### config.mk
export PLATFORM = sky130hd
export DESIGN_NAME = blt_emit
export DESIGN_NICKNAME = d
export VERILOG_FILES = /design/src/design/blt_pkg.sv /design/src/design/blt_emit.sv
export VERILOG_INCLUDE_DIRS = /design/src /design/src/design
export SDC_FILE = /design/constraint.sdc
export NUM_CORES = 1
export LEC_CHECK = 0
export BUFFER_PORTS_ARGS = -buffer_cell sky130_fd_sc_hd__buf_2
export CORE_MARGIN = 1.5
export CORE_UTILIZATION = 30
export DETAILED_ROUTE_END_ITERATION = 7
export SYNTH_ARGS = -nofsm -noshare
export SYNTH_HDL_FRONTEND = slang
export SYNTH_SLANG_ARGS = --single-unit
### constraint.sdc
create_clock -name i_clk -period 8.5 [get_ports i_clk]
set_input_delay 2.55 -clock i_clk [delete_from_list [all_inputs] [get_ports i_clk]]
set_output_delay 2.55 -clock i_clk [all_outputs]
set_load 0.02 [all_outputs]
### src/design/assert_macros.svh
// Assertion macros shared by the blitter RTL files.
// No dependencies; every user includes it by bare file name.
`ifndef ASSERT_MACROS_SVH
`define ASSERT_MACROS_SVH

// Same-cycle implication, checked outside reset.
`define BLT_ASSERT_IMPL(label, clk, rst_n, ante, cons, msg) \
    label: assert property (@(posedge clk) disable iff (!rst_n) (ante) |-> (cons)) \
        else $error(msg);

// Next-cycle implication, checked outside reset.
`define BLT_ASSERT_NEXT(label, clk, rst_n, ante, cons, msg) \
    label: assert property (@(posedge clk) disable iff (!rst_n) (ante) |=> (cons)) \
        else $error(msg);

`endif

### src/design/blt_pkg.sv
// Shared types and constants of the rectangle fill and palette blitter.
// No dependencies; used by every module of the block but blt_ram.
package blt_pkg;

    localparam int DEF_MAX_COLUMNS   = 1024;
    localparam int DEF_MAX_ROWS      = 1024;
    localparam int DEF_PALETTE_DEPTH = 256;

    localparam int ORG_W   = 10;
    localparam int DIM_W   = 11;
    localparam int VALUE_W = 32;
    localparam int COLOR_W = 24;
    localparam int INDEX_W = 8;
    localparam int ADDR_W  = 20;
    localparam int CFG_IDX_W = 1;

    localparam logic [DIM_W-1:0] RESET_BUFFER_WIDTH  = 11'd320;
    localparam logic [DIM_W-1:0] RESET_BUFFER_HEIGHT = 11'd240;

    localparam logic [CFG_IDX_W-1:0] CFG_BUFFER_WIDTH  = 1'b0;
    localparam logic [CFG_IDX_W-1:0] CFG_BUFFER_HEIGHT = 1'b1;

    typedef enum logic [1:0] {
        OP_PALETTE_WRITE = 2'd0,
        OP_START_FILL    = 2'd1,
        OP_START_PICTURE = 2'd2,
        OP_ADVANCE       = 2'd3
    } t_op;

    typedef enum logic [2:0] {
        MODE_IDLE    = 3'b001,
        MODE_FILL    = 3'b010,
        MODE_PICTURE = 3'b100
    } t_mode;

    // Source of the pixel word chosen in the output stage.
    typedef enum logic [1:0] {
        VSEL_FILL    = 2'd0,
        VSEL_RAW     = 2'd1,
        VSEL_PALETTE = 2'd2,
        VSEL_ZERO    = 2'd3
    } t_vsel;

    typedef struct packed {
        logic  valid;
        logic  last;
        t_vsel vsel;
    } t_pix_ctl;

endpackage

### src/design/blt_emit.sv
// Output stage: address multiply-add, pixel word select and result register.
// Depends on blt_pkg and assert_macros.svh; reads the palette RAM data.
`include "assert_macros.svh"

module blt_emit #(
    parameter int ROW_POS_W = 11,
    parameter int COL_POS_W = 11
) (
    input  logic                        i_clk,
    input  logic                        i_rst_n,
    input  logic                        i_en,
    input  blt_pkg::t_pix_ctl           i_ctl,
    input  logic [ROW_POS_W-1:0]        i_row,
    input  logic [COL_POS_W-1:0]        i_col,
    input  logic [blt_pkg::INDEX_W-1:0] i_index,
    input  logic [blt_pkg::VALUE_W-1:0] i_fill,
    input  logic [blt_pkg::COLOR_W-1:0] i_pal,
    input  logic [blt_pkg::DIM_W-1:0]   i_buffer_width,
    output logic                        o_valid,
    output logic [blt_pkg::ADDR_W-1:0]  o_addr,
    output logic [blt_pkg::VALUE_W-1:0] o_value,
    output logic                        o_last
);

    localparam int PROD_W = ROW_POS_W + blt_pkg::DIM_W;
    localparam int SUM_W  = ((PROD_W > COL_POS_W) ? PROD_W : COL_POS_W) + 1;

    logic                        r_valid;
    logic [blt_pkg::ADDR_W-1:0]  r_addr;
    logic [blt_pkg::VALUE_W-1:0] r_value;
    logic                        r_last;

    logic [PROD_W-1:0]           prod;
    logic [SUM_W-1:0]            sum;
    logic [blt_pkg::VALUE_W-1:0] value;

    always_comb begin
        prod = PROD_W'(i_row) * PROD_W'(i_buffer_width);
        sum  = SUM_W'(prod) + SUM_W'(i_col);
        case (i_ctl.vsel)
            blt_pkg::VSEL_FILL:    value = i_fill;
            blt_pkg::VSEL_RAW:     value = blt_pkg::VALUE_W'(i_index);
            blt_pkg::VSEL_PALETTE: value = blt_pkg::VALUE_W'(i_pal);
            default:               value = '0;
        endcase
    end

    always_ff @(posedge i_clk) begin
        if (!i_rst_n) begin
            r_valid <= 1'b0;
        end else if (i_en) begin
            r_valid <= i_ctl.valid;
        end
    end

    always_ff @(posedge i_clk) begin
        if (i_en) begin
            r_addr  <= sum[blt_pkg::ADDR_W-1:0];
            r_value <= value;
            r_last  <= i_ctl.last;
        end
    end

    assign o_valid = r_valid;
    assign o_addr  = r_addr;
    assign o_value = r_value;
    assign o_last  = r_last;

    `BLT_ASSERT_NEXT(a_pixel_reaches_output, i_clk, i_rst_n,
        i_en && i_ctl.valid,
        r_valid,
        "pending pixel lost on its way to the output register")

endmodule

Word-level counts from Yosys, hierarchy flattened. Index checks and enable logic that the tools add are counted.

Bits of input ports: 104. Output and inout bits: 54. Bits in registers: 54. Word-level logic and storage cells: 10.

Mux-type cells: 1. Add/sub/neg operators: 1. Multipliers: 1. Reduce and logical (&&, ||, !) cells: 1. Equal/unequal tests: 2.

Operators by type and width (count): one-hot mux 32 bit (3 select lines) (1); adder 20 x 11 -> 20 bit (1); multiplier 11 x 11 -> 20 bit (1); == test 2 x 1 -> 1 bit, second input constant (1); == test 2 bit, second input constant (1); logical NOT 2 bit (1).

Logic depth before layout (Yosys ltp). Gate-level depths: netlist (run 1).

Depth after elaboration: 2. Gate-level depth with buffers: 19. Mapped depth without buffers: 18.

Worst setup path after synthesis (run 1). Ideal clock, no wire load.

Path type: input to register. Start: input i_buffer_width[2] (netlist bit). End: register r_addr, in the netlist o_addr[19] (data pin). Arrival: 6.747 ns. Data required time: 8.238 ns. Setup time: 0.262 ns. Buffers on the path: 1. Cell stages on the path: 17. Slack: 1.491 ns. Cell sequence: clkbuf_1 > nand2_1 > fa_1 > fa_1 > inv_1 > fa_1 > fa_1 > inv_1 > fa_1 > inv_1 > ha_1 > a21oi_1 > o21bai_1 > a21oi_1 > o31ai_4 > a221oi_2 > xnor2_1.

Longest elaborated chain between the ends: 2.

RTL lines: from (decl) (line blt_emit.sv:18) `input logic [blt_pkg::DIM_W-1:0] i_buffer_width,`; multiplier 11 x 11 -> 20 bit (line blt_emit.sv:38) `prod = PROD_W'(i_row) * PROD_W'(i_buffer_width);`; adder 20 x 11 -> 20 bit (line blt_emit.sv:39) `sum = SUM_W'(prod) + SUM_W'(i_col);`; named net sum[19] (line blt_emit.sv:34) `logic [SUM_W-1:0] sum;`; to (signal assigned) (line blt_emit.sv:58) `r_addr <= sum[blt_pkg::ADDR_W-1:0];`; to (decl) (line blt_emit.sv:29) `logic [blt_pkg::ADDR_W-1:0] r_addr;`.

The timed path passes the listed nets, and every way through them passes these cells. A chain may end at the register's enable or synchronous reset.

Worst setup path in the final report (run 1).
Start: input i_row[5]. End: register r_addr, in the netlist o_addr[19] (data pin).

Longest elaborated chain between the ends: 2.

RTL lines: from (decl) (line blt_emit.sv:13) `input logic [ROW_POS_W-1:0] i_row,`; multiplier 11 x 11 -> 20 bit (line blt_emit.sv:38); adder 20 x 11 -> 20 bit (line blt_emit.sv:39); named net sum[19] (line blt_emit.sv:34).

The timed path passes the listed nets, and every way through them passes these cells.

==> results.toml, run 1 <==
[cts]
cts_tree = "done"
cts-resized-gates = 0
root_buffer = "clkbuf_16"
clkLatencyLatePin_ps = 280
clkTransAtPathRegs_ps = 70
post_cts_buffers = 0
cts_buffers = 5
ctsHoldBuffers = 0
cts.path.max_buffers = 2
h-tree-depth = 2
clock-sinks = 54

[pwr]
clockPowerShare = 0.089
combPwrFrac = 0.707
leakage_nw = 3.75
p_seq_frac = 0.203
p_int_mw = 1.18
swShare = 0.457
switchingPower_mw = 0.997
peakVddDrop_mv = 0.135
pwr_density_cell_nw_per_um2 = 294

[place]
post-place-ws_ps = 1280
dpl.hpwl_um = 11500
gp_congestion = 0.803
portBuffers = 157

[critical_path]
worstPathArrival_ps = 6920
slowest_delay_ps = 560
crit_slowest_cell = "fa_1"
critPathKind = "in -> reg"
cp_top_family = "adder cells"
worstPathRequired_ps = 8530
startpoint_type = "primary input"
cp_max_fo = 11
crit_path_end_kind = "register"
path_common_cell = "fa_1"
crit_chain = "buf_2, nand2_1, fa_1, fa_1, inv_1, fa_1, fa_1, inv_1, fa_1, inv_1, ha_1, a21oi_1, o21bai_1, a21oi_1, o31ai_4, a221oi_2, xnor2_1"
critPathBufInv = 4

[flow_run]
cap_violations = 0

[finish]
synthToLayoutAreaGrowth_pct = 18.6
fin_util = 0.365
layout.nets = 1014
drive_above_1_share = 0.221
n_antenna_cell = 0
fillers = 2108

[synthesis]
synth_edf_count = 53
yosysWarnings = 0
synth_top_area_cell = "fa_1"
avgSynthCellArea_um2 = 9.86
synth.most_common_cell = "inv_1"
synth-xor-area-share = 0.0253
netlist_instances = 633
ys_seq_elements = 54
seq_area_frac_synth = 0.258
syn_area_um2 = 6240
synth_top_family_by_area = "adder cells"
yosys.area_share.simple = 0.134
synth_ff_type = "edfxtp_1"
syn_nets = 878
synth_cell_type_count = 37
synth_compound_area_frac = 0.0495
synthDominantCellAreaShare = 0.289
synthArstFlopShare = 0
ys_top_cells_by_count = "138 x inv_1, 100 x nand2_1, 90 x fa_1"
netlist_top_cells_area = "fa_1 29%, edfxtp_1 25%, ha_1 10%, inv_1 8.3%, nand2_1 6.0%"
yosys-mux-area-fraction = 0.0417
synth-adder-area-share = 0.391

[die]
die-height_um = 147
initial_core_util = 0.308
chipWidth_um = 147
num_rows = 52
num_io_pins = 158
die_area_um2 = 21700
core_um2 = 20300

[global_route]
grt_pass1_vias = 4571
grt_use_total = 0.129
grt_pass1_wl_um = 22400
grt-ovfl-total = 0
antenna_found_initial = 0
grt_max_degree = 55

[sta]
skew_ps = 0
min_period_over_period = 0.811
maxSlewHeadroom = 0.496
setup_ws_ps = 1610
period_needed_ps = 6890
tightest_slew_ps = 756
drv_slew = 0
whs_ps = 527
fmax_mhz = 145
hold_viol_final = 0
rsz0062_at_grt = "false"
fin_setup_tns_ps = 0
setup_viol = 0

[detailed_routing]
drt_iter0_drc = 209
drtAntennaViolNets = 0
dr.pass1.iters = 4
drcViolationCount = 0
post_drt_wl_per_cell_um = 13.1
via_count = 4517
wl_um = 13600
via_per_inst = 4.34

[outcome]
status = "finished, final reports clean"

[worst_hold_path]
hold_path.class = "reg -> reg"
per-stage QoR:
step	cells	area (um^2)	power (mW)
2_1_floorplan	633	6240	1.66
3_3_place_gp	1032	7260	2.00
3_5_place_dp	1032	7260	2.01
4_1_cts	1040	7400	2.22
5_1_grt	1040	7400	2.43
6_report	1040	7400	2.18
cells in the final DEF, fill, tap and decap left out, types with 2 or more instances in the layout:
master	netlist	layout
o21ai_0	13	13
xnor2_1	13	13
fa_1	90	90
clkbuf_1	27	2
mux2i_1	26	26
nor2b_1	3	3
buf_2	2	157
inv_1	138	138
and2_1	45	45
nand2b_1	3	3
a21oi_1	12	12
ha_1	51	51
xor2_1	5	5
a21o_1	3	3
a21oi_2	2	2
and3_1	2	2
o21bai_1	4	4
clkbuf_16	0	5
nand3_1	3	3
nor2_1	22	22
nand2_1	100	100
edfxtp_1	53	53
logic make-up (layout without fill, tap and decap cells):
group / Yosys count / in the layout
compound gates: 45 / 45
xor+xnor: 18 / 18
fa+ha+maj: 141 / 141
buf+inv: 167 / 304
flops: 54 / 54
mux: 26 / 26
simple gates: 182 / 182
power by group through the flow:
stage / Sequential [mW] / Combinational [mW] / Clock, mW
after floorplan: 0.531 / 1.13 / 0
after global placement: 0.449 / 1.55 / 0
after detailed placement: 0.451 / 1.55 / 0
after CTS: 0.445 / 1.57 / 0.205
after global routing: 0.449 / 1.77 / 0.212
final: 0.443 / 1.54 / 0.194
per-layer routing:
layer	share of wire	global-route usage	vias to the layer above
met4	0.0086	0.0255	0
met2	0.49	0.235	147
met5	0	0	-
li1	-	-	2208
met1	0.45	0.162	2156
met3	0.053	0.0168	6
registers in the layout, indices dropped and copies added (netlist names):
name / cells
o_addr: 20
o_valid: 1
o_value: 32
o_last: 1
cell type report:
class	instances	area, um^2	area share
Multi-Input combinational cell	412	4000	0.541
Sequential cell	54	1610	0.218
Timing Repair Buffer	158	793	0.107
Inverter	138	518	0.0700
Tap cell	270	338	0.0456
Clock buffer	7	133	0.0179
Clock inverter	1	7.51	0.00101
tightest hold or removal path, delay by kind of cell (launching register included):
family           cells  cell delay [ps]
flip-flops           1              330
multiplexers         1               70
AND/OR/NAND/NOR      1              100
path summary, 6_finish.rpt:
check           start  cells after the start  slack [ps]          to
max          i_row[5]                     17        1610  o_addr[19]
min           o_valid                      2         530     o_valid
max reg2reg   o_valid                      2        7900     o_valid
min reg2reg   o_valid                      2         530     o_valid
No activity file was read; power rests on OpenSTA's default activity.
==> inputs of run 2 (changes only) <==
--- a/config.mk
+++ b/config.mk
@@ -6,6 +6,7 @@
 export SDC_FILE = /design/constraint.sdc
 export NUM_CORES = 1
 export LEC_CHECK = 0
+export ABC_AREA = 1
 export BUFFER_PORTS_ARGS = -buffer_cell sky130_fd_sc_hd__buf_2
 export CORE_MARGIN = 1.5
 export CORE_UTILIZATION = 30
==> constraint.sdc (replaced) <==
create_clock -name i_clk -period 7.05 [get_ports i_clk]
set_input_delay 2.115 -clock i_clk [delete_from_list [all_inputs] [get_ports i_clk]]
set_output_delay 2.115 -clock i_clk [all_outputs]
set_load 0.02 [all_outputs]
==> run 2 against run 1 <==
  * Highest routed layer unchanged
  * Non-clock buffer count stayed put
  * Clock skew stayed put
  * Register-to-register slack worse by 1500 ps
  * Critical path type unchanged
  * Area after synthesis is 6.2% higher
  * Cell area is 5.8% higher
  * Critical path depth is 1 lower
  * Final cell count is 20% higher
  * Synthesized cell count is 32% higher
  * Worst hold slack better by 16 ps
  * Die area is 6.1% higher
  * First-iteration DRC count is 4.3% lower
==> results.toml, run 2 <==
[cts]
clkTransAtPathRegs_ps = 70
cts-resized-gates = 0
h-tree-depth = 2
cts_tree = "done"
clock-sinks = 54
clkLatencyLatePin_ps = 290
root_buffer = "clkbuf_16"
ctsHoldBuffers = 0
cts_buffers = 5
cts.path.max_buffers = 2
post_cts_buffers = 0

[critical_path]
r2r_start = "o_valid"
slowest_delay_ps = 550
crit_slowest_cell = "fa_1"
critPathBufInv = 4
crit_chain = "buf_2, nand2_1, fa_1, inv_1, fa_1, fa_1, fa_1, inv_1, fa_1, inv_1, ha_1, nand2_1, nor2_1, o21ai_0, nand4_1, nand2_1"
timing.rr.end = "o_valid"
worstPathArrival_ps = 6260
crit_path_end_kind = "register"
r2r_setup_slack_ps = 6400
cp-startpoint = "i_row[9]"
cp_top_family = "adder cells"
critPathKind = "in -> reg"
crit_end = "o_addr[15]"
worstPathRequired_ps = 7090
cp_max_fo = 13
path_common_cell = "fa_1"
reg2regPathDepth = 2
worst-path-stages = 16
startpoint_type = "primary input"

[synthesis]
yosysWarnings = 0
synth_top_area_cell = "fa_1"
synth_cell_type_count = 27
avgSynthCellArea_um2 = 7.96
ys_top_cells_by_count = "271 x nand2_1, 222 x inv_1, 90 x fa_1"
synth.most_common_cell = "nand2_1"
netlist_top_cells_area = "fa_1 27%, edfxtp_1 24%, nand2_1 15%, inv_1 13%, ha_1 9.6%"
synthArstFlopShare = 0
synthDominantCellAreaShare = 0.272
syn_area_um2 = 6630
synth_ff_type = "edfxtp_1"
synth_edf_count = 53
syn_nets = 1078
seq_area_frac_synth = 0.243
netlist_instances = 833
ys_seq_elements = 54

[detailed_routing]
post_drt_wl_per_cell_um = 12.7
wl_um = 15800
drcViolationCount = 0
drt_iter0_drc = 200
dr.pass1.iters = 4
via_count = 5474
drtAntennaViolNets = 0
via_per_inst = 4.38

[finish]
n_antenna_cell = 0
drive_above_1_share = 0.184
final_common_cell = "nand2_1"
synthToLayoutAreaGrowth_pct = 18.1
layout.nets = 1215
fin_util = 0.360
final_cell_mix = "271 x nand2_1, 222 x inv_1, 157 x buf_2"
fin_area_um2 = 7830
largest_reg_flops = 32

[sta]
drv_slew = 0
fin_setup_tns_ps = 0
maxSlewHeadroom = 0.372
hold_viol_final = 0
setup_viol = 0
min_period_over_period = 0.883
fmax_mhz = 161
period_needed_ps = 6220
tightest_slew_ps = 941
rsz0062_at_grt = "false"
skew_ps = 0
whs_ps = 544

[die]
num_io_pins = 158
die-height_um = 152
chipWidth_um = 152
num_rows = 54
initial_core_util = 0.305
core_um2 = 21800
die_area_um2 = 23000

[global_route]
grt-ovfl-total = 0
grt_max_degree = 56
antenna_found_initial = 0
grt_use_total = 0.143
grt_pass1_vias = 5570
grt_pass1_wl_um = 25800

[pwr]
pwr_density_cell_nw_per_um2 = 369
switchingPower_mw = 1.48
combPwrFrac = 0.718
swShare = 0.510
peakVddDrop_mv = 0.257
leakage_nw = 4.50
total_power_mw = 2.89
p_seq_frac = 0.183
p_int_mw = 1.42
clockPowerShare = 0.099

[flow_run]
cap_violations = 0

[place]
dpl.hpwl_um = 13200
place_area_um2 = 7660
portBuffers = 157
gp_congestion = 0.881

[worst_hold_path]
min_path_cells = 2
hold_path.class = "reg -> reg"
hp-start = "o_valid"

[outcome]
status = "finished, final reports clean"
## run 2: tightest hold or removal path: cells and delay by family, from the launching register on
| kind | cells | cell delay, ps |
|---|---|---|
| AO/OA/AOI/OAI | 2 | 190 |
| flip-flops | 1 | 310 |
## run 2: routing by layer
metal,wire length [um],global-route usage
met5,0,0
met3,961,0.0216
met2,7920,0.267
met1,6770,0.172
met4,182,0.0298
## run 2: worst min-delay path by stage
stage                     endpoint  slack, ps
after global routing       o_valid        610
after global placement     o_valid        520
after floorplan            o_valid        610
final                      o_valid        540
after CTS                  o_valid        550
after detailed placement   o_valid        530
## run 2: power groups by stage
stage | Sequential, mW | Clock [mW] | Combinational [mW]
final | 0.530 | 0.287 | 2.08
after global routing | 0.538 | 0.307 | 2.42
after detailed placement | 0.538 | 0 | 2.10
after global placement | 0.539 | 0 | 2.07
after CTS | 0.532 | 0.297 | 2.11
after floorplan | 0.630 | 0 | 1.47
## run 2: cells by family after synthesis
group                    after synthesis  share of synthesized area
AND/OR/NAND/NOR                      366                      0.225
buffers and inverters                252                      0.144
adder cells (fa/ha/maj)              141                      0.368
flip-flops                            54                      0.243
AO/OA/AOI/OAI                         13                     0.0104
XOR/XNOR                               7                    0.00925
## run 2: layout make-up
class | instances | area [um^2]
inverters | 224 | 841
flip-flops and latches | 54 | 1610
clock buffers | 5 | 125
clock inverters | 3 | 48.8
multi-input cells | 527 | 4060
repair buffers | 158 | 793
well taps | 280 | 350
fillers | 2314 | 13900
## run 2: through the flow
stage	setup slack, ps	std cells
2_1_floorplan	778	833
3_3_place_gp	565	1243
3_5_place_dp	525	1243
4_1_cts	842	1251
5_1_grt	589	1251
6_report	828	1251
