File: config.mk
export PLATFORM = sky130hd
export DESIGN_NAME = blt_raster
export DESIGN_NICKNAME = d
export VERILOG_FILES = /design/src/design/blt_pkg.sv /design/src/design/blt_raster.sv
export VERILOG_INCLUDE_DIRS = /design/src /design/src/design
export SDC_FILE = /design/constraint.sdc
export NUM_CORES = 1
export LEC_CHECK = 0
export ABC_AREA = 1
export BUFFER_PORTS_ARGS = -buffer_cell sky130_fd_sc_hd__buf_2
export CORE_ASPECT_RATIO = 0.6
export CORE_MARGIN = 4
export CORE_UTILIZATION = 50
export CTS_BUF_LIST = sky130_fd_sc_hd__clkbuf_8
export DETAILED_ROUTE_END_ITERATION = 10
export GPL_ROUTABILITY_DRIVEN = 0
export GPL_TIMING_DRIVEN = 0
export PLACE_DENSITY = 0.76
export SYNTH_ARGS = -nofsm -noshare
export SYNTH_HDL_FRONTEND = slang
export SYNTH_SLANG_ARGS = --single-unit
File: constraint.sdc
create_clock -name i_clk -period 10 [get_ports i_clk]
set_clock_uncertainty 0.15 [all_clocks]
set_input_delay 0.5 -clock i_clk [delete_from_list [all_inputs] [get_ports i_clk]]
set_output_delay 0.5 -clock i_clk [all_outputs]
set_load 0.01 [all_outputs]
File: src/design/assert_macros.svh
// Assertion macros shared by the blitter RTL files.
// No dependencies; every user includes it by bare file name.
`ifndef ASSERT_MACROS_SVH
`define ASSERT_MACROS_SVH

// Same-cycle implication, checked outside reset.
`define BLT_ASSERT_IMPL(label, clk, rst_n, ante, cons, msg) \
    label: assert property (@(posedge clk) disable iff (!rst_n) (ante) |-> (cons)) \
        else $error(msg);

// Next-cycle implication, checked outside reset.
`define BLT_ASSERT_NEXT(label, clk, rst_n, ante, cons, msg) \
    label: assert property (@(posedge clk) disable iff (!rst_n) (ante) |=> (cons)) \
        else $error(msg);

`endif

File: src/design/blt_pkg.sv
// Shared types and constants of the rectangle fill and palette blitter.
// No dependencies; used by every module of the block but blt_ram.
package blt_pkg;

    localparam int DEF_MAX_COLUMNS   = 1024;
    localparam int DEF_MAX_ROWS      = 1024;
    localparam int DEF_PALETTE_DEPTH = 256;

    localparam int ORG_W   = 10;
    localparam int DIM_W   = 11;
    localparam int VALUE_W = 32;
    localparam int COLOR_W = 24;
    localparam int INDEX_W = 8;
    localparam int ADDR_W  = 20;
    localparam int CFG_IDX_W = 1;

    localparam logic [DIM_W-1:0] RESET_BUFFER_WIDTH  = 11'd320;
    localparam logic [DIM_W-1:0] RESET_BUFFER_HEIGHT = 11'd240;

    localparam logic [CFG_IDX_W-1:0] CFG_BUFFER_WIDTH  = 1'b0;
    localparam logic [CFG_IDX_W-1:0] CFG_BUFFER_HEIGHT = 1'b1;

    typedef enum logic [1:0] {
        OP_PALETTE_WRITE = 2'd0,
        OP_START_FILL    = 2'd1,
        OP_START_PICTURE = 2'd2,
        OP_ADVANCE       = 2'd3
    } t_op;

    typedef enum logic [2:0] {
        MODE_IDLE    = 3'b001,
        MODE_FILL    = 3'b010,
        MODE_PICTURE = 3'b100
    } t_mode;

    // Source of the pixel word chosen in the output stage.
    typedef enum logic [1:0] {
        VSEL_FILL    = 2'd0,
        VSEL_RAW     = 2'd1,
        VSEL_PALETTE = 2'd2,
        VSEL_ZERO    = 2'd3
    } t_vsel;

    typedef struct packed {
        logic  valid;
        logic  last;
        t_vsel vsel;
    } t_pix_ctl;

endpackage

File: src/design/blt_raster.sv
// Rectangle sequencer: start commands, clipping and raster stepping.
// Depends on blt_pkg and assert_macros.svh; feeds the output stage.
`include "assert_macros.svh"

module blt_raster #(
    parameter int MAX_COLUMNS   = blt_pkg::DEF_MAX_COLUMNS,
    parameter int MAX_ROWS      = blt_pkg::DEF_MAX_ROWS,
    parameter int PALETTE_DEPTH = blt_pkg::DEF_PALETTE_DEPTH,
    localparam int CCNT_W    = $clog2(MAX_COLUMNS + 1),
    localparam int RCNT_W    = $clog2(MAX_ROWS + 1),
    localparam int COL_POS_W =
        ((blt_pkg::ORG_W > CCNT_W) ? blt_pkg::ORG_W : CCNT_W) + 1,
    localparam int ROW_POS_W =
        ((blt_pkg::ORG_W > RCNT_W) ? blt_pkg::ORG_W : RCNT_W) + 1
) (
    input  logic                           i_clk,
    input  logic                           i_rst_n,
    input  logic                           i_en,
    input  logic                           i_accept,
    input  blt_pkg::t_op                   i_operation,
    input  logic [blt_pkg::ORG_W-1:0]      i_origin_x,
    input  logic [blt_pkg::ORG_W-1:0]      i_origin_y,
    input  logic [blt_pkg::DIM_W-1:0]      i_rect_width,
    input  logic [blt_pkg::DIM_W-1:0]      i_rect_height,
    input  logic [blt_pkg::VALUE_W-1:0]    i_fill_value,
    input  logic                           i_expand_palette,
    input  logic [blt_pkg::INDEX_W-1:0]    i_source_index,
    input  logic [blt_pkg::DIM_W-1:0]      i_buffer_width,
    input  logic [blt_pkg::DIM_W-1:0]      i_buffer_height,
    output blt_pkg::t_pix_ctl              o_ctl,
    output logic [ROW_POS_W-1:0]           o_row,
    output logic [COL_POS_W-1:0]           o_col,
    output logic [blt_pkg::INDEX_W-1:0]    o_index,
    output logic [blt_pkg::VALUE_W-1:0]    o_fill
);

    localparam int CCLIP_W = ((blt_pkg::DIM_W > CCNT_W) ? blt_pkg::DIM_W : CCNT_W) + 1;
    localparam int RCLIP_W = ((blt_pkg::DIM_W > RCNT_W) ? blt_pkg::DIM_W : RCNT_W) + 1;

    blt_pkg::t_mode              r_mode, n_mode;
    logic                        r_use_pal, n_use_pal;
    logic [blt_pkg::ORG_W-1:0]   r_start_col, n_start_col;
    logic [blt_pkg::ORG_W-1:0]   r_start_row, n_start_row;
    logic [CCNT_W-1:0]           r_active_w, n_active_w;
    logic [RCNT_W-1:0]           r_active_h, n_active_h;
    logic [CCNT_W-1:0]           r_col_off, n_col_off;
    logic [RCNT_W-1:0]           r_row_off, n_row_off;
    logic [blt_pkg::VALUE_W-1:0] r_held_fill, n_held_fill;

    blt_pkg::t_pix_ctl           r_s1_ctl, n_s1_ctl;
    logic [ROW_POS_W-1:0]        r_s1_row;
    logic [COL_POS_W-1:0]        r_s1_col;
    logic [blt_pkg::INDEX_W-1:0] r_s1_index;

    logic [CCNT_W-1:0]    rw_sat, rw_clip;
    logic [RCNT_W-1:0]    rh_sat, rh_clip;
    logic                 off_screen;
    logic [COL_POS_W-1:0] col_now;
    logic [ROW_POS_W-1:0] row_now;
    logic [CCNT_W-1:0]    col_step;
    logic [RCNT_W-1:0]    row_step;
    logic                 visible;
    logic                 last_now;
    logic                 adv_live;
    blt_pkg::t_vsel       vsel_now;

    // Size saturation and clipping against the buffer edge.
    always_comb begin
        rw_sat = (int'(i_rect_width) > MAX_COLUMNS) ? CCNT_W'(MAX_COLUMNS)
                                                    : CCNT_W'(i_rect_width);
        rh_sat = (int'(i_rect_height) > MAX_ROWS) ? RCNT_W'(MAX_ROWS)
                                                  : RCNT_W'(i_rect_height);
        off_screen = (blt_pkg::DIM_W'(i_origin_x) >= i_buffer_width) ||
                     (blt_pkg::DIM_W'(i_origin_y) >= i_buffer_height);
        rw_clip = rw_sat;
        if ((CCLIP_W'(i_origin_x) + CCLIP_W'(rw_sat)) > CCLIP_W'(i_buffer_width)) begin
            rw_clip = CCNT_W'(i_buffer_width - blt_pkg::DIM_W'(i_origin_x));
        end
        rh_clip = rh_sat;
        if ((RCLIP_W'(i_origin_y) + RCLIP_W'(rh_sat)) > RCLIP_W'(i_buffer_height)) begin
            rh_clip = RCNT_W'(i_buffer_height - blt_pkg::DIM_W'(i_origin_y));
        end
    end

    // Current raster position and what this advance would emit.
    always_comb begin
        col_now  = COL_POS_W'(r_start_col) + COL_POS_W'(r_col_off);
        row_now  = ROW_POS_W'(r_start_row) + ROW_POS_W'(r_row_off);
        col_step = r_col_off + CCNT_W'(1);
        row_step = r_row_off + RCNT_W'(1);
        last_now = (col_step == r_active_w) && (row_step == r_active_h);
        visible  = (r_mode == blt_pkg::MODE_FILL) ||
                   ((col_now < COL_POS_W'(i_buffer_width)) &&
                    (row_now < ROW_POS_W'(i_buffer_height)));
        if (r_mode == blt_pkg::MODE_FILL) begin
            vsel_now = blt_pkg::VSEL_FILL;
        end else if (!r_use_pal) begin
            vsel_now = blt_pkg::VSEL_RAW;
        end else if (int'(i_source_index) < PALETTE_DEPTH) begin
            vsel_now = blt_pkg::VSEL_PALETTE;
        end else begin
            vsel_now = blt_pkg::VSEL_ZERO;
        end
        adv_live = i_accept && (i_operation == blt_pkg::OP_ADVANCE) &&
                   (r_mode != blt_pkg::MODE_IDLE);
    end

    always_comb begin
        n_mode      = r_mode;
        n_use_pal   = r_use_pal;
        n_start_col = r_start_col;
        n_start_row = r_start_row;
        n_active_w  = r_active_w;
        n_active_h  = r_active_h;
        n_col_off   = r_col_off;
        n_row_off   = r_row_off;
        n_held_fill = r_held_fill;
        if (i_accept) begin
            case (i_operation)
                blt_pkg::OP_START_FILL: begin
                    n_held_fill = i_fill_value;
                    if (off_screen) begin
                        n_mode = blt_pkg::MODE_IDLE;
                    end else begin
                        n_start_col = i_origin_x;
                        n_start_row = i_origin_y;
                        n_active_w  = rw_clip;
                        n_active_h  = rh_clip;
                        n_col_off   = '0;
                        n_row_off   = '0;
                        n_mode = ((rw_clip == '0) || (rh_clip == '0)) ? blt_pkg::MODE_IDLE
                                                                      : blt_pkg::MODE_FILL;
                    end
                end
                blt_pkg::OP_START_PICTURE: begin
                    n_use_pal   = i_expand_palette;
                    n_start_col = i_origin_x;
                    n_start_row = i_origin_y;
                    n_active_w  = rw_sat;
                    n_active_h  = rh_sat;
                    n_col_off   = '0;
                    n_row_off   = '0;
                    n_mode = ((rw_sat == '0) || (rh_sat == '0)) ? blt_pkg::MODE_IDLE
                                                                : blt_pkg::MODE_PICTURE;
                end
                blt_pkg::OP_ADVANCE: begin
                    if (r_mode != blt_pkg::MODE_IDLE) begin
                        if (col_step == r_active_w) begin
                            n_col_off = '0;
                            if (row_step == r_active_h) begin
                                n_row_off = '0;
                                n_mode    = blt_pkg::MODE_IDLE;
                            end else begin
                                n_row_off = row_step;
                            end
                        end else begin
                            n_col_off = col_step;
                        end
                    end
                end
                default: begin
                end
            endcase
        end
    end

    always_comb begin
        n_s1_ctl.valid = adv_live && visible;
        n_s1_ctl.last  = last_now;
        n_s1_ctl.vsel  = vsel_now;
    end

    always_ff @(posedge i_clk) begin
        if (!i_rst_n) begin
            r_mode      <= blt_pkg::MODE_IDLE;
            r_use_pal   <= 1'b0;
            r_start_col <= '0;
            r_start_row <= '0;
            r_active_w  <= '0;
            r_active_h  <= '0;
            r_col_off   <= '0;
            r_row_off   <= '0;
            r_held_fill <= '0;
            r_s1_ctl    <= '{valid: 1'b0, last: 1'b0, vsel: blt_pkg::VSEL_FILL};
        end else begin
            r_mode      <= n_mode;
            r_use_pal   <= n_use_pal;
            r_start_col <= n_start_col;
            r_start_row <= n_start_row;
            r_active_w  <= n_active_w;
            r_active_h  <= n_active_h;
            r_col_off   <= n_col_off;
            r_row_off   <= n_row_off;
            r_held_fill <= n_held_fill;
            if (i_en) begin
                r_s1_ctl <= n_s1_ctl;
            end
        end
    end

    always_ff @(posedge i_clk) begin
        if (i_en) begin
            r_s1_row   <= row_now;
            r_s1_col   <= col_now;
            r_s1_index <= i_source_index;
        end
    end

    assign o_ctl   = r_s1_ctl;
    assign o_row   = r_s1_row;
    assign o_col   = r_s1_col;
    assign o_index = r_s1_index;
    assign o_fill  = r_held_fill;

    `BLT_ASSERT_IMPL(a_offsets_in_rect, i_clk, i_rst_n,
        r_mode != blt_pkg::MODE_IDLE,
        (r_col_off < r_active_w) && (r_row_off < r_active_h),
        "raster offset outside the active rectangle")
    `BLT_ASSERT_IMPL(a_last_closes_rect, i_clk, i_rst_n,
        r_s1_ctl.valid && r_s1_ctl.last,
        r_mode == blt_pkg::MODE_IDLE,
        "final pixel in flight while a rectangle is still open")

endmodule

-- Word level (Yosys, flattened, before mapping)
Index checks and enable logic that the tools add are counted.
Widths: inputs -> output; s select.
- add/subtract/negate cells: 8
- multiply operators: 0
- div/mod/pow operators: 0
- $lt $le $gt $ge: 8
- equal/unequal tests: 11
- shifts and indexed selects: 0
- multiplexer cells: 29
- bitwise operators: 0
- reduce and logical (&&, ||, !) cells: 21
- operators with widths (operator ; number):
    $mux 11 ; 12
    $pmux 11 s3 ; 2
    $add 10x11->12 ; 4
    $logic_not 11->1 ; 4
    $pmux 11 s2 ; 2
    $pmux 10 s2 ; 2
    $gt 12x11->1 ; 2
    $lt 12x11->1 ; 2
    $add 11x1->11 const B ; 2
    $eq 11x11->1 ; 2
    $ge 10x11->1 ; 2
    $gt 11x11->1 const B ; 2
    $sub 11x10->11 ; 2
    $mux 10 ; 2
    $mux 3 ; 4
    $reduce_and 5->1 ; 2
    $pmux 3 s3 ; 1
    $mux 2 ; 4
    $ne 2x2->1 const B ; 3
    $logic_and 1x1->1 ; 5
    $eq 2x2->1 const B ; 2
    $logic_or 1x1->1 ; 4
    $reduce_and 2->1 ; 2
    $reduce_and 4->1 ; 1
    other kinds (7) ; 7
- register bits after elaboration: 136
- latch bits: 0
- bits in writable memories: 0
- memory bits (read-only): 0
- bits of input ports: 111
- output and inout bits: 68
- memories kept: 0

-- Logic depth before layout (Yosys ltp)
Gate-level depths: netlist of the first run.
- depth in word-level cells: 10
- gate-level depth with buffers: 34
- mapped depth without buffers: 33

-- Least setup slack after synthesis of the first run
Ideal clock, no wire load.
- kind: input-to-reg
- start point: input i_rect_width[2] in the netlist's numbering
- end point: register r_mode[1]
- library setup time: 116 ps
- arrival: 4071 ps
- setup slack: 5663 ps
- cell stages on the path: 28
- path buffers: 1
- cell sequence: inv_1 nand4_1 nor2_1 nor2_1 nor2_1 ha_1 fa_1 nand3_1 nand3_1 a21oi_1 o21bai_1 a21oi_1 o21bai_1 a21o_1 a21oi_1 xor2_1 ha_1 nand2_1 nand2_1 nand2_2 nand2_1 buf_2 o21ai_0 nand2_1 nor2_1 nand3_1 nand3_1 a21oi_2
- cells in the longest elaborated chain, start to end: 10
- RTL lines (element ; RTL line ; text):
    from (decl) ; blt_raster.sv:23 ; input logic [blt_pkg::DIM_W-1:0] i_rect_width,
    $gt 11x11->1 ; blt_raster.sv:69 ; rw_sat = (int'(i_rect_width) > MAX_COLUMNS) ? CCNT_W'(MAX_COLUMNS)
    $mux 11 (*) ; blt_raster.sv:69 ;
    $add 10x11->12 ; blt_raster.sv:76 ; if ((CCLIP_W'(i_origin_x) + CCLIP_W'(rw_sat)) > CCLIP_W'(i_buffer_width)) begin
    $gt 12x11->1 ; blt_raster.sv:76 ;
    $mux 11 (*) ; blt_raster.sv:76 ;
    $logic_not 11->1 (*) ; blt_raster.sv:131 ; n_mode = ((rw_clip == '0) || (rh_clip == '0)) ? blt_pkg::MODE_IDLE
    $logic_or 1x1->1 (*) ; blt_raster.sv:131 ;
    $mux 2 (*) ; blt_raster.sv:131 ;
    $mux 2 (*) ; blt_raster.sv:122 ; if (off_screen) begin
    $pmux 3 s3 (*) ; blt_raster.sv:119 ; case (i_operation)
    to (signal assigned) ; blt_raster.sv:175 ; r_mode <= blt_pkg::MODE_IDLE;
    to (signal assigned) ; blt_raster.sv:186 ; r_mode <= n_mode;
    to (decl) ; blt_raster.sv:40 ; blt_pkg::t_mode r_mode, n_mode;
Every way passes the cells marked *; elsewhere a longest branch is shown, timed or not.
A chain may end at the register's enable or synchronous reset.

-- Worst setup path after layout of the first run
- start point: input i_rect_width[10] in the netlist's numbering
- end point: register r_mode[1]
Same word-level chain as after synthesis.

==> metrics, run 1 <==
Post-Syn Area 10200 sq um; mean number of vias per cell 5.355; CTS Hold Bufs 0; Total GRT Usage 0.2577; ranking of synthesized cells by area dfxtp_1, ha_1, edfxtp_1; main combinational cell family by area after synthesis simple AND/OR/NAND/NOR gates; Post-CTS Resized 0; r2r startpoint r_col_off[0]; Final Power 1.665 mW; Post-CTS Setup Bufs 0; setup TNS 0 ps; Final min period 4936 ps; layout overhead on the synthesized area 16.11%; Yosys reg bits 136; vias in the first global route 9070; Pint 1.082 mW; post-synth top area cell dfxtp_1; Final ANT Viol Nets 0; H-tree depth 4; PwrDens 140.7 nW/um^2; Top FF cell, synth dfxtp_1; synth unique cells 57; Period Utilization, post-route 0.4936; share of cells above drive strength 1 0.1598; startpoint types input port; clk buf depth 2; Switching Share 0.3501; adder-cell share of the synthesized area 0.1394; Seq pwr share 0.385; Congestion Overflow GR 0; Peak VDD IR 0.08762 mV; post-synthesis sequential area ratio 0.2984; Slew @ Worst Pin 972.3 ps; hold_sp i_source_index[2]; Top Ports 179; Worst-Skew Late Latency 450 ps; clock sink count 136; CP Max Fanout 10; commonest cells after routing, fill and taps aside inv_1, nand2_1, buf_2, a21oi_1, o21ai_0; Finished Layout Cells 1894; drt drc 0; Initial Util 0.5094; DRT Pass-1 Iters 5; MaxCap Viol Count 0; Synth Warn # 0; WL/cell 15.84 um; status complete, no violations; global-route wire length before repair 46750 um; Cell Area, Placed 11420 sq um; layout net count 1829; post-synthesis mux area share 0; clock share of power 0.289; die height 118.6 um; num rows 40; most common cell after layout, fill and taps aside inv_1; Worst Path Buf+Inv 3; Post-synth EDFFs 32; Slew HR 0.3518; largest net degree at the start of global routing 40; # setup viols final 0; root buffer cell clkbuf_8; # diodes 0; arrival time of the worst setup path 5120 ps; Max Clk Rate 0.2026 GHz; Syn Inst Count 1413; Comb pwr share 0.326; Die W 192.4 um; DR vias 10140; worst setup path startpoint i_rect_width[10]; xor/xnor share of the synthesized area 0.06577; slowest CP cell nor2_1; Port-buffer cells 176; worst path required time 10180 ps; worst hold slack 73.49 ps; Slew Limit Fails 0; post-route cell area 11840 sq um; CTS tree yes; RSZ-0062 raised after global routing false; DP Cell Count 1862; Worst Setup Path Type in -> reg; final hold viol count 0; initial antenna violation count 0; die area 22820 sq um; simple-gate share of the synthesized area 0.2115; Psw 0.5830 mW; Synth Area per Inst 7.217 sq um; clk slew on worst S/H paths 70 ps; final wirelength 30000 um; Core ar. 20020 sq um; Synth Area in Compound Gates 0.1740; Synth top area share 0.2042; number of buffers created by CTS 17; Synthesized Nets 1634; DP HPWL 24490 um; CP Capture Type flip-flop; Iter 0 DRT Violations 1098; Largest stage delay, worst path 440 ps; Synth async-reset ratio 0; CP delay by family, top simple AND/OR/NAND/NOR gates; LEAKAGE 6.130 nW; hold crit path type in -> reg
## Yosys cell counts, types with 16 or more instances
master / count
edfxtp_1: 32
nand3_1: 62
dfxtp_1: 104
ha_1: 104
nor2_1: 95
inv_1: 247
nand2_1: 249
xnor2_1: 16
nand4_1: 16
o21ai_0: 111
a21oi_1: 148
xor2_1: 55
clkbuf_1: 21
## stage by stage
step             util  setup WS [ps]
2_1_floorplan       -           5663
3_3_place_gp   0.5704           4864
3_5_place_dp   0.5704           4760
4_1_cts        0.5914           5223
5_1_grt        0.5914           4686
6_report       0.5914           5064
## final timing paths
check / end / slack [ps] / cells after the start
min: o_index[2] / 70 / 1
max reg2reg: o_ctl[3] / 6110 / 21
max: r_mode[1] / 5060 / 27
min reg2reg: o_fill[2] / 300 / 2
## cells by family (layout without fill, tap and decap cells)
family / count (synthesis) / in the layout
xor gates and xnor gates: 74 / 74
DFF: 136 / 136
and+or+nand+nor: 479 / 479
adders and majority gates: 110 / 110
buffers and inverters: 289 / 497
AOI/OAI and AO/OA: 325 / 325
## sequential cells by signal (all words and copies together) (netlist names), 10 cells and up
register	count
o_fill	32
o_col	12
o_row	12
r_active_h	11
r_active_w	11
r_col_off	11
r_row_off	11
r_start_col	10
r_start_row	10
## power by group through the flow
stage | registers [mW] | logic, mW | clock network [mW]
after detailed placement | 0.653 | 0.530 | 0
final | 0.642 | 0.542 | 0.481
after floorplan | 0.658 | 0.360 | 0
after global routing | 0.647 | 0.610 | 0.513
after global placement | 0.652 | 0.514 | 0
after CTS | 0.641 | 0.533 | 0.490
## worst reg2reg max path: stages, from the launching register on
cell,delay (ps)
dfxtp_1,430
ha_1,270
fa_1,410
a21oi_1,170
o21bai_1,120
a21oi_1,170
o21bai_1,120
a21oi_1,170
o21bai_1,110
a21o_1,170
a21oi_1,150
xor2_1,260
ha_1,280
inv_1,70
o211ai_1,90
inv_1,60
nand2_1,60
nor2_1,170
nand2_1,130
nand2_1,80
nand2_1,50
a21oi_1,110
## metal layers
metal | global-route usage | up-vias | routed length [um]
li1 | - | 5020 | -
met1 | 0.4069 | 4619 | 14660
met2 | 0.3554 | 488 | 11650
met3 | 0.06316 | 16 | 3522
met4 | 0.04096 | 0 | 163
met5 | 0 | - | 0
## area by class of cell
type / instances / area [sq um]
inverter: 251 / 942.2
multi-input combinational: 988 / 6023
clock buffer: 21 / 289.0
fill: 1899 / 8179
clock inverter: 11 / 131.4
sequential: 136 / 3043
buffer: 38 / 188.9
timing repair buffer: 176 / 880.8
tap: 273 / 341.6
(Power assumes the default switching activity.)
==> run 2, diff against run 1 <==
- clock period: 10 -> 4.6 ns (I/O delays scaled with it)
==> run 2 against run 1 <==
Effect of this change: critical path depth grew 2; sequential share of layout area fell by 1.4 points; core utilization rose by 3.4 points; power increased by 120%; clock-buffer cell count unchanged; clock power is 120% higher; wire length grew 4.8%; sequential power increased by 120%; critical path type unchanged; largest power group unchanged.
==> metrics, run 2 (synthesized netlist as in run 1, its figures left out) <==
Worst-Skew Late Latency 450 ps (about the same); Pint 2.398 mW (+120%); r2r startpoint r_col_off[0]; CP Max Fanout 10 (unchanged); die height 118.6 um (unchanged); commonest cells after routing, fill and taps aside inv_1, nand2_1, buf_2, a21oi_1, o21ai_0; Slew HR 0.3271 (-0.02468); worst hold slack 39.95 ps (-33.54 ps); # diodes 0 (unchanged); startpoint types input port; reg2reg setup slack 730 ps (-5380 ps); WL/cell 16.05 um (+1.3%); Initial Util 0.5094 (unchanged); arrival time of the worst setup path 4480 ps (-640 ps); number of buffers created by CTS 17 (unchanged); Slew Limit Fails 0 (unchanged); status complete, no violations; Period Utilization, post-route 0.9329; share of cells above drive strength 1 0.1595 (-0.0002287); Largest register FFs 32 (unchanged); Worst Setup Path Type in -> reg; CP Capture Type flip-flop; MaxCap Viol Count 0 (unchanged); Die W 192.4 um (unchanged); DP HPWL 24490 um (unchanged); DR vias 10530 (+3.8%); Peak VDD IR 0.1918 mV (+120%); mean number of vias per cell 5.375 (+0.37%); root buffer cell clkbuf_8; Seq pwr share 0.379 (-0.006); slowest CP cell nor4_2; clock share of power 0.284 (-0.005); clock sink count 136 (unchanged); layout net count 1894 (+3.6%); Total GRT Usage 0.2708 (+0.01310); Congestion Overflow GR 0 (unchanged); Final ANT Viol Nets 0 (unchanged); Largest stage delay, worst path 310 ps (-130 ps); Final Power 3.683 mW (+120%); Top Ports 179 (unchanged); drt drc 0 (unchanged); Psw 1.285 mW (+120%); H-tree depth 4 (unchanged); PwrDens 294.4 nW/um^2 (+110%); initial antenna violation count 0 (unchanged); DRT Pass-1 Iters 5 (unchanged); LEAKAGE 6.413 nW (+4.6%); final hold viol count 0 (unchanged); worst path required time 4790 ps (-5390 ps); CTS tree yes; worst setup path startpoint i_rect_height[1]; clk buf depth 2 (unchanged); Iter 0 DRT Violations 1084 (-1.3%); Comb pwr share 0.337 (+0.011); hold_sp i_accept; cell repeated most along the worst path nand2_1; Slew @ Worst Pin 1009 ps (+37.02 ps); Max Clk Rate 0.2330 GHz; largest net degree at the start of global routing 40 (unchanged); RSZ-0062 raised after global routing false; Switching Share 0.3489 (-0.001153); most common cell after layout, fill and taps aside inv_1; global-route wire length before repair 49270 um (+5.4%); final wirelength 31440 um (+4.8%); Final min period 4291 ps; clk slew on worst S/H paths 70 ps (about the same); num rows 40 (unchanged); Core ar. 20020 sq um (unchanged); die area 22820 sq um (unchanged); # setup viols final 0 (unchanged); vias in the first global route 9632 (+6.2%); Port-buffer cells 176 (unchanged); hold crit path type in -> reg; layout overhead on the synthesized area 22.70%
[run 2: cell count changes in the layout (fill, tap and decap cells not counted), moves of 2 or more]
| cell | previous run | this run |
|---|---|---|
| nor2_2 | 5 | 7 |
| o21ai_0 | 111 | 108 |
| buf_4 | 2 | 5 |
| o21ai_1 | 13 | 16 |
| dlygate4sd3_1 | 0 | 62 |
| nor2_1 | 95 | 92 |
[run 2: repair_timing]
action | in CTS | in global routing
hold buffers | 62 | 0
hold endpoints to repair | 61 | 0
setup buffers | 0 | 3
endpoints found under the setup margin | 0 | 22
resized for setup | 0 | 12
[run 2: metal layers]
metal / vias to the layer above / global-route usage / share of wire
met5: - / 0 / 0
met4: 0 / 0.05610 / 0.011
met3: 30 / 0.06641 / 0.11
met2: 529 / 0.3831 / 0.40
met1: 4825 / 0.4143 / 0.48
li1: 5146 / - / -
[run 2: power by group through the flow]
stage / Clock [mW] / Sequential (mW) / Combinational (mW)
2_1_floorplan: 0 / 1.43 / 0.782
3_3_place_gp: 0 / 1.42 / 1.12
3_5_place_dp: 0 / 1.42 / 1.15
4_1_cts: 1.07 / 1.39 / 1.20
5_1_grt: 1.12 / 1.41 / 1.39
6_report: 1.05 / 1.40 / 1.24
[run 2: area by class of cell]
type	count	area, sq um
fill	1788	7507
multi-input combinational	988	6051
sequential	136	3043
timing repair buffer	241	1524
inverter	251	942.2
tap	273	341.6
clock buffer	21	289.0
buffer	38	190.2
clock inverter	11	131.4
[run 2: metrics by stage]
step / instances / cell area [sq um] / utilization / setup slack [ps] / TNS [ps]
global placement: 1862 / 11420 / 0.5704 / -265.9 / -954.3
finish: 1959 / 12510 / 0.6250 / 308.9 / 0
CTS: 1956 / 12460 / 0.6224 / 93.12 / 0
floorplan: 1413 / 10200 / - / 533.0 / 0
detailed placement: 1862 / 11420 / 0.5704 / -369.9 / -2029
global route: 1959 / 12510 / 0.6250 / 33.31 / 0
[run 2: worst paths after layout]
check,to,cells after the start
setup / recovery,r_mode[1],29
hold / removal,o_ctl[3],5
setup reg to reg,o_ctl[3],21
hold reg to reg,o_fill[7],2
[run 2: critical path, delay by kind of cell]
| kind | cells | cell delay, ps |
|---|---|---|
| AOI/OAI and AO/OA | 7 | 960 |
| xor gates and xnor gates | 1 | 120 |
| adders and majority gates | 2 | 610 |
| buffers and inverters | 3 | 470 |
| and+or+nand+nor | 16 | 2070 |
==> run 3, diff against run 2 <==
- CORE_MARGIN: 4 -> not set
==> run 3 against run 2 <==
Effect of this change: the flow now finishes with violations (DRC); flip-flop and latch count is the same; worst setup slack gained 51 ps; worst hold slack lost 6.4 ps; via count shrank 2.4%; clock power shrank 8%; critical path type unchanged; critical endpoint is now r_active_h[8]; largest cell class unchanged; largest power group unchanged.
==> metrics, run 3 (synthesized netlist as in run 1, its figures left out) <==
Initial Util 0.5107 (+0.001277); Final min period 4240 ps (-50.65 ps); DR vias 10280 (-2.4%); CTS tree yes; final core utilization 0.6230 (-0.002005); num rows 40 (unchanged); number of buffers created by CTS 17 (unchanged); Worst-Skew Late Latency 460 ps (about the same); Worst Reg-to-Reg Cells 20 (-4.8%); Congestion Overflow GR 0 (unchanged); Post-CTS Setup Bufs 0 (unchanged); worst path required time 4850 ps (+60 ps); die area 20990 sq um (-8.0%); Finished Layout Cells 1955 (-0.20%); final wirelength 30390 um (-3.4%); MaxCap Viol Count 0 (unchanged); die height 112.6 um (-5.1%); Slew HR 0.2488 (-0.07831); Die W 186.4 um (-3.1%); DP HPWL 23860 um (-2.6%); Peak VDD IR 0.1695 mV (-12%); LEAKAGE 6.371 nW (-0.66%); # diodes 0 (unchanged); startpoint types input port; RSZ-0062 raised after global routing false; hold path endpoint o_ctl[3]; reg2reg setup slack 810 ps (+80 ps); Port-buffer cells 176 (unchanged); Period Utilization, post-route 0.9218 (-0.01101); vias in the first global route 9261 (-3.9%); largest net degree at the start of global routing 40 (unchanged); Top Ports 179 (unchanged); layout overhead on the synthesized area 22.00%; PwrDens 288.9 nW/um^2 (-1.9%); Max Clk Rate 0.2358 GHz (+1.2%); root buffer cell clkbuf_8; clk buf depth 2 (unchanged); global-route wire length before repair 47790 um (-3.0%); final hold viol count 0 (unchanged); Largest register FFs 32 (unchanged); cell repeated most along the worst path nand2_1; drt drc 1 (+1); status finished, violations left; hold crit path type in -> reg; FF-to-FF End o_ctl[3]; DRT Pass-1 Iters 9 (+4); r2r startpoint r_row_off[0]; clock sink count 136 (unchanged); H-tree depth 4 (unchanged); Slew Limit Fails 0 (unchanged); Worst Setup Path Type in -> reg; arrival time of the worst setup path 4490 ps (about the same); Iter 0 DRT Violations 1096 (+1.1%); Hold Crit Depth 5 (unchanged); commonest cells after routing, fill and taps aside inv_1, nand2_1, buf_2, a21oi_1, o21ai_0; Total GRT Usage 0.2898 (+0.01899); CP Capture Type flip-flop; DP Cell Count 1862 (unchanged); clk slew on worst S/H paths 80 ps (about the same); slowest CP cell dlygate4sd3_1; mean number of vias per cell 5.258 (-2.2%); share of cells above drive strength 1 0.1593 (-0.0002151); hold_sp i_accept; layout net count 1890 (-0.21%); # setup viols final 0 (unchanged); failing checks DRC; Final ANT Viol Nets 0 (unchanged); Core ar. 19970 sq um (-0.25%); CP Max Fanout 10 (unchanged); Slew @ Worst Pin 1127 ps (+117.5 ps); initial antenna violation count 0 (unchanged); WL/cell 15.54 um (-3.2%); Largest stage delay, worst path 540 ps (+230 ps)
-- run 3: cell count changes in the layout (fill, tap and decap cells not counted), moves of 2 or more --
cell | previous run | this run
o21ai_1 | 16 | 13
inv_1 | 251 | 248
o21ai_0 | 108 | 111
inv_6 | 0 | 2
buf_4 | 5 | 2
clkinv_2 | 1 | 3
bufinv_16 | 3 | 1
-- run 3: worst max path at each step --
| stage | from | to | slack (ps) | cells past startpoint |
|---|---|---|---|---|
| after floorplan | i_rect_width[2] | r_mode[1] | 530 | 28 |
| after global placement | i_rect_width[10] | r_mode[0] | -230 | 27 |
| after detailed placement | i_rect_width[10] | r_mode[0] | -250 | 27 |
| after CTS | i_rect_width[10] | r_mode[0] | 230 | 27 |
| after global routing | i_rect_width[8] | r_mode[0] | 60 | 31 |
| final | i_origin_y[0] | r_active_h[8] | 360 | 25 |
-- run 3: through the flow --
step | TNS (ps) | hold WS, ps | power [mW] | instance area, sq um | setup WS [ps]
floorplan | 0 | 174.1 | 2.211 | 10200 | 533.0
global placement | -775.7 | 256.1 | 2.537 | 11420 | -226.9
detailed placement | -1272 | 259.3 | 2.572 | 11420 | -251.6
CTS | 0 | 10.16 | 3.574 | 12420 | 228.7
global route | 0 | 72.38 | 3.813 | 12440 | 58.58
finish | 0 | 33.58 | 3.594 | 12440 | 359.5
-- run 3: per-layer routing --
metal  vias up  GRT usage  share of wire
met2       468     0.4062           0.39
met1      4651     0.4270           0.48
met3        25    0.08474           0.11
met4         0    0.07548          0.013
met5         -          0              0
li1       5135          -              -
-- run 3: critical path: cells and delay by family --
family	cells	cell delay (ps)
AOI/OAI and AO/OA	8	1430
buffers and inverters	4	960
adders and majority gates	3	940
and+or+nand+nor	9	820
xor gates and xnor gates	1	120
-- run 3: cell type report --
class	count	area [sq um]
Timing Repair Buffer	237	1491
Fill cell	1758	7528
Tap cell	273	341.6
Sequential cell	136	3043
Clock inverter	11	96.34
Multi-Input combinational cell	988	6047
Buffer	38	190.2
Inverter	251	942.2
Clock buffer	21	289.0
-- run 3: power breakdown --
group / leakage (nW) / internal [mW] / switching [mW] / total [mW]
logic: 4.99 / 0.473 / 0.758 / 1.23
clock network: 0.200 / 0.484 / 0.484 / 0.968
registers: 1.18 / 1.33 / 0.0650 / 1.40
-- run 3: what timing repair did --
action	in CTS	in global routing
resized for setup	0	8
hold endpoints to repair	60	0
endpoints found under the setup margin	0	17
hold buffers	61	0
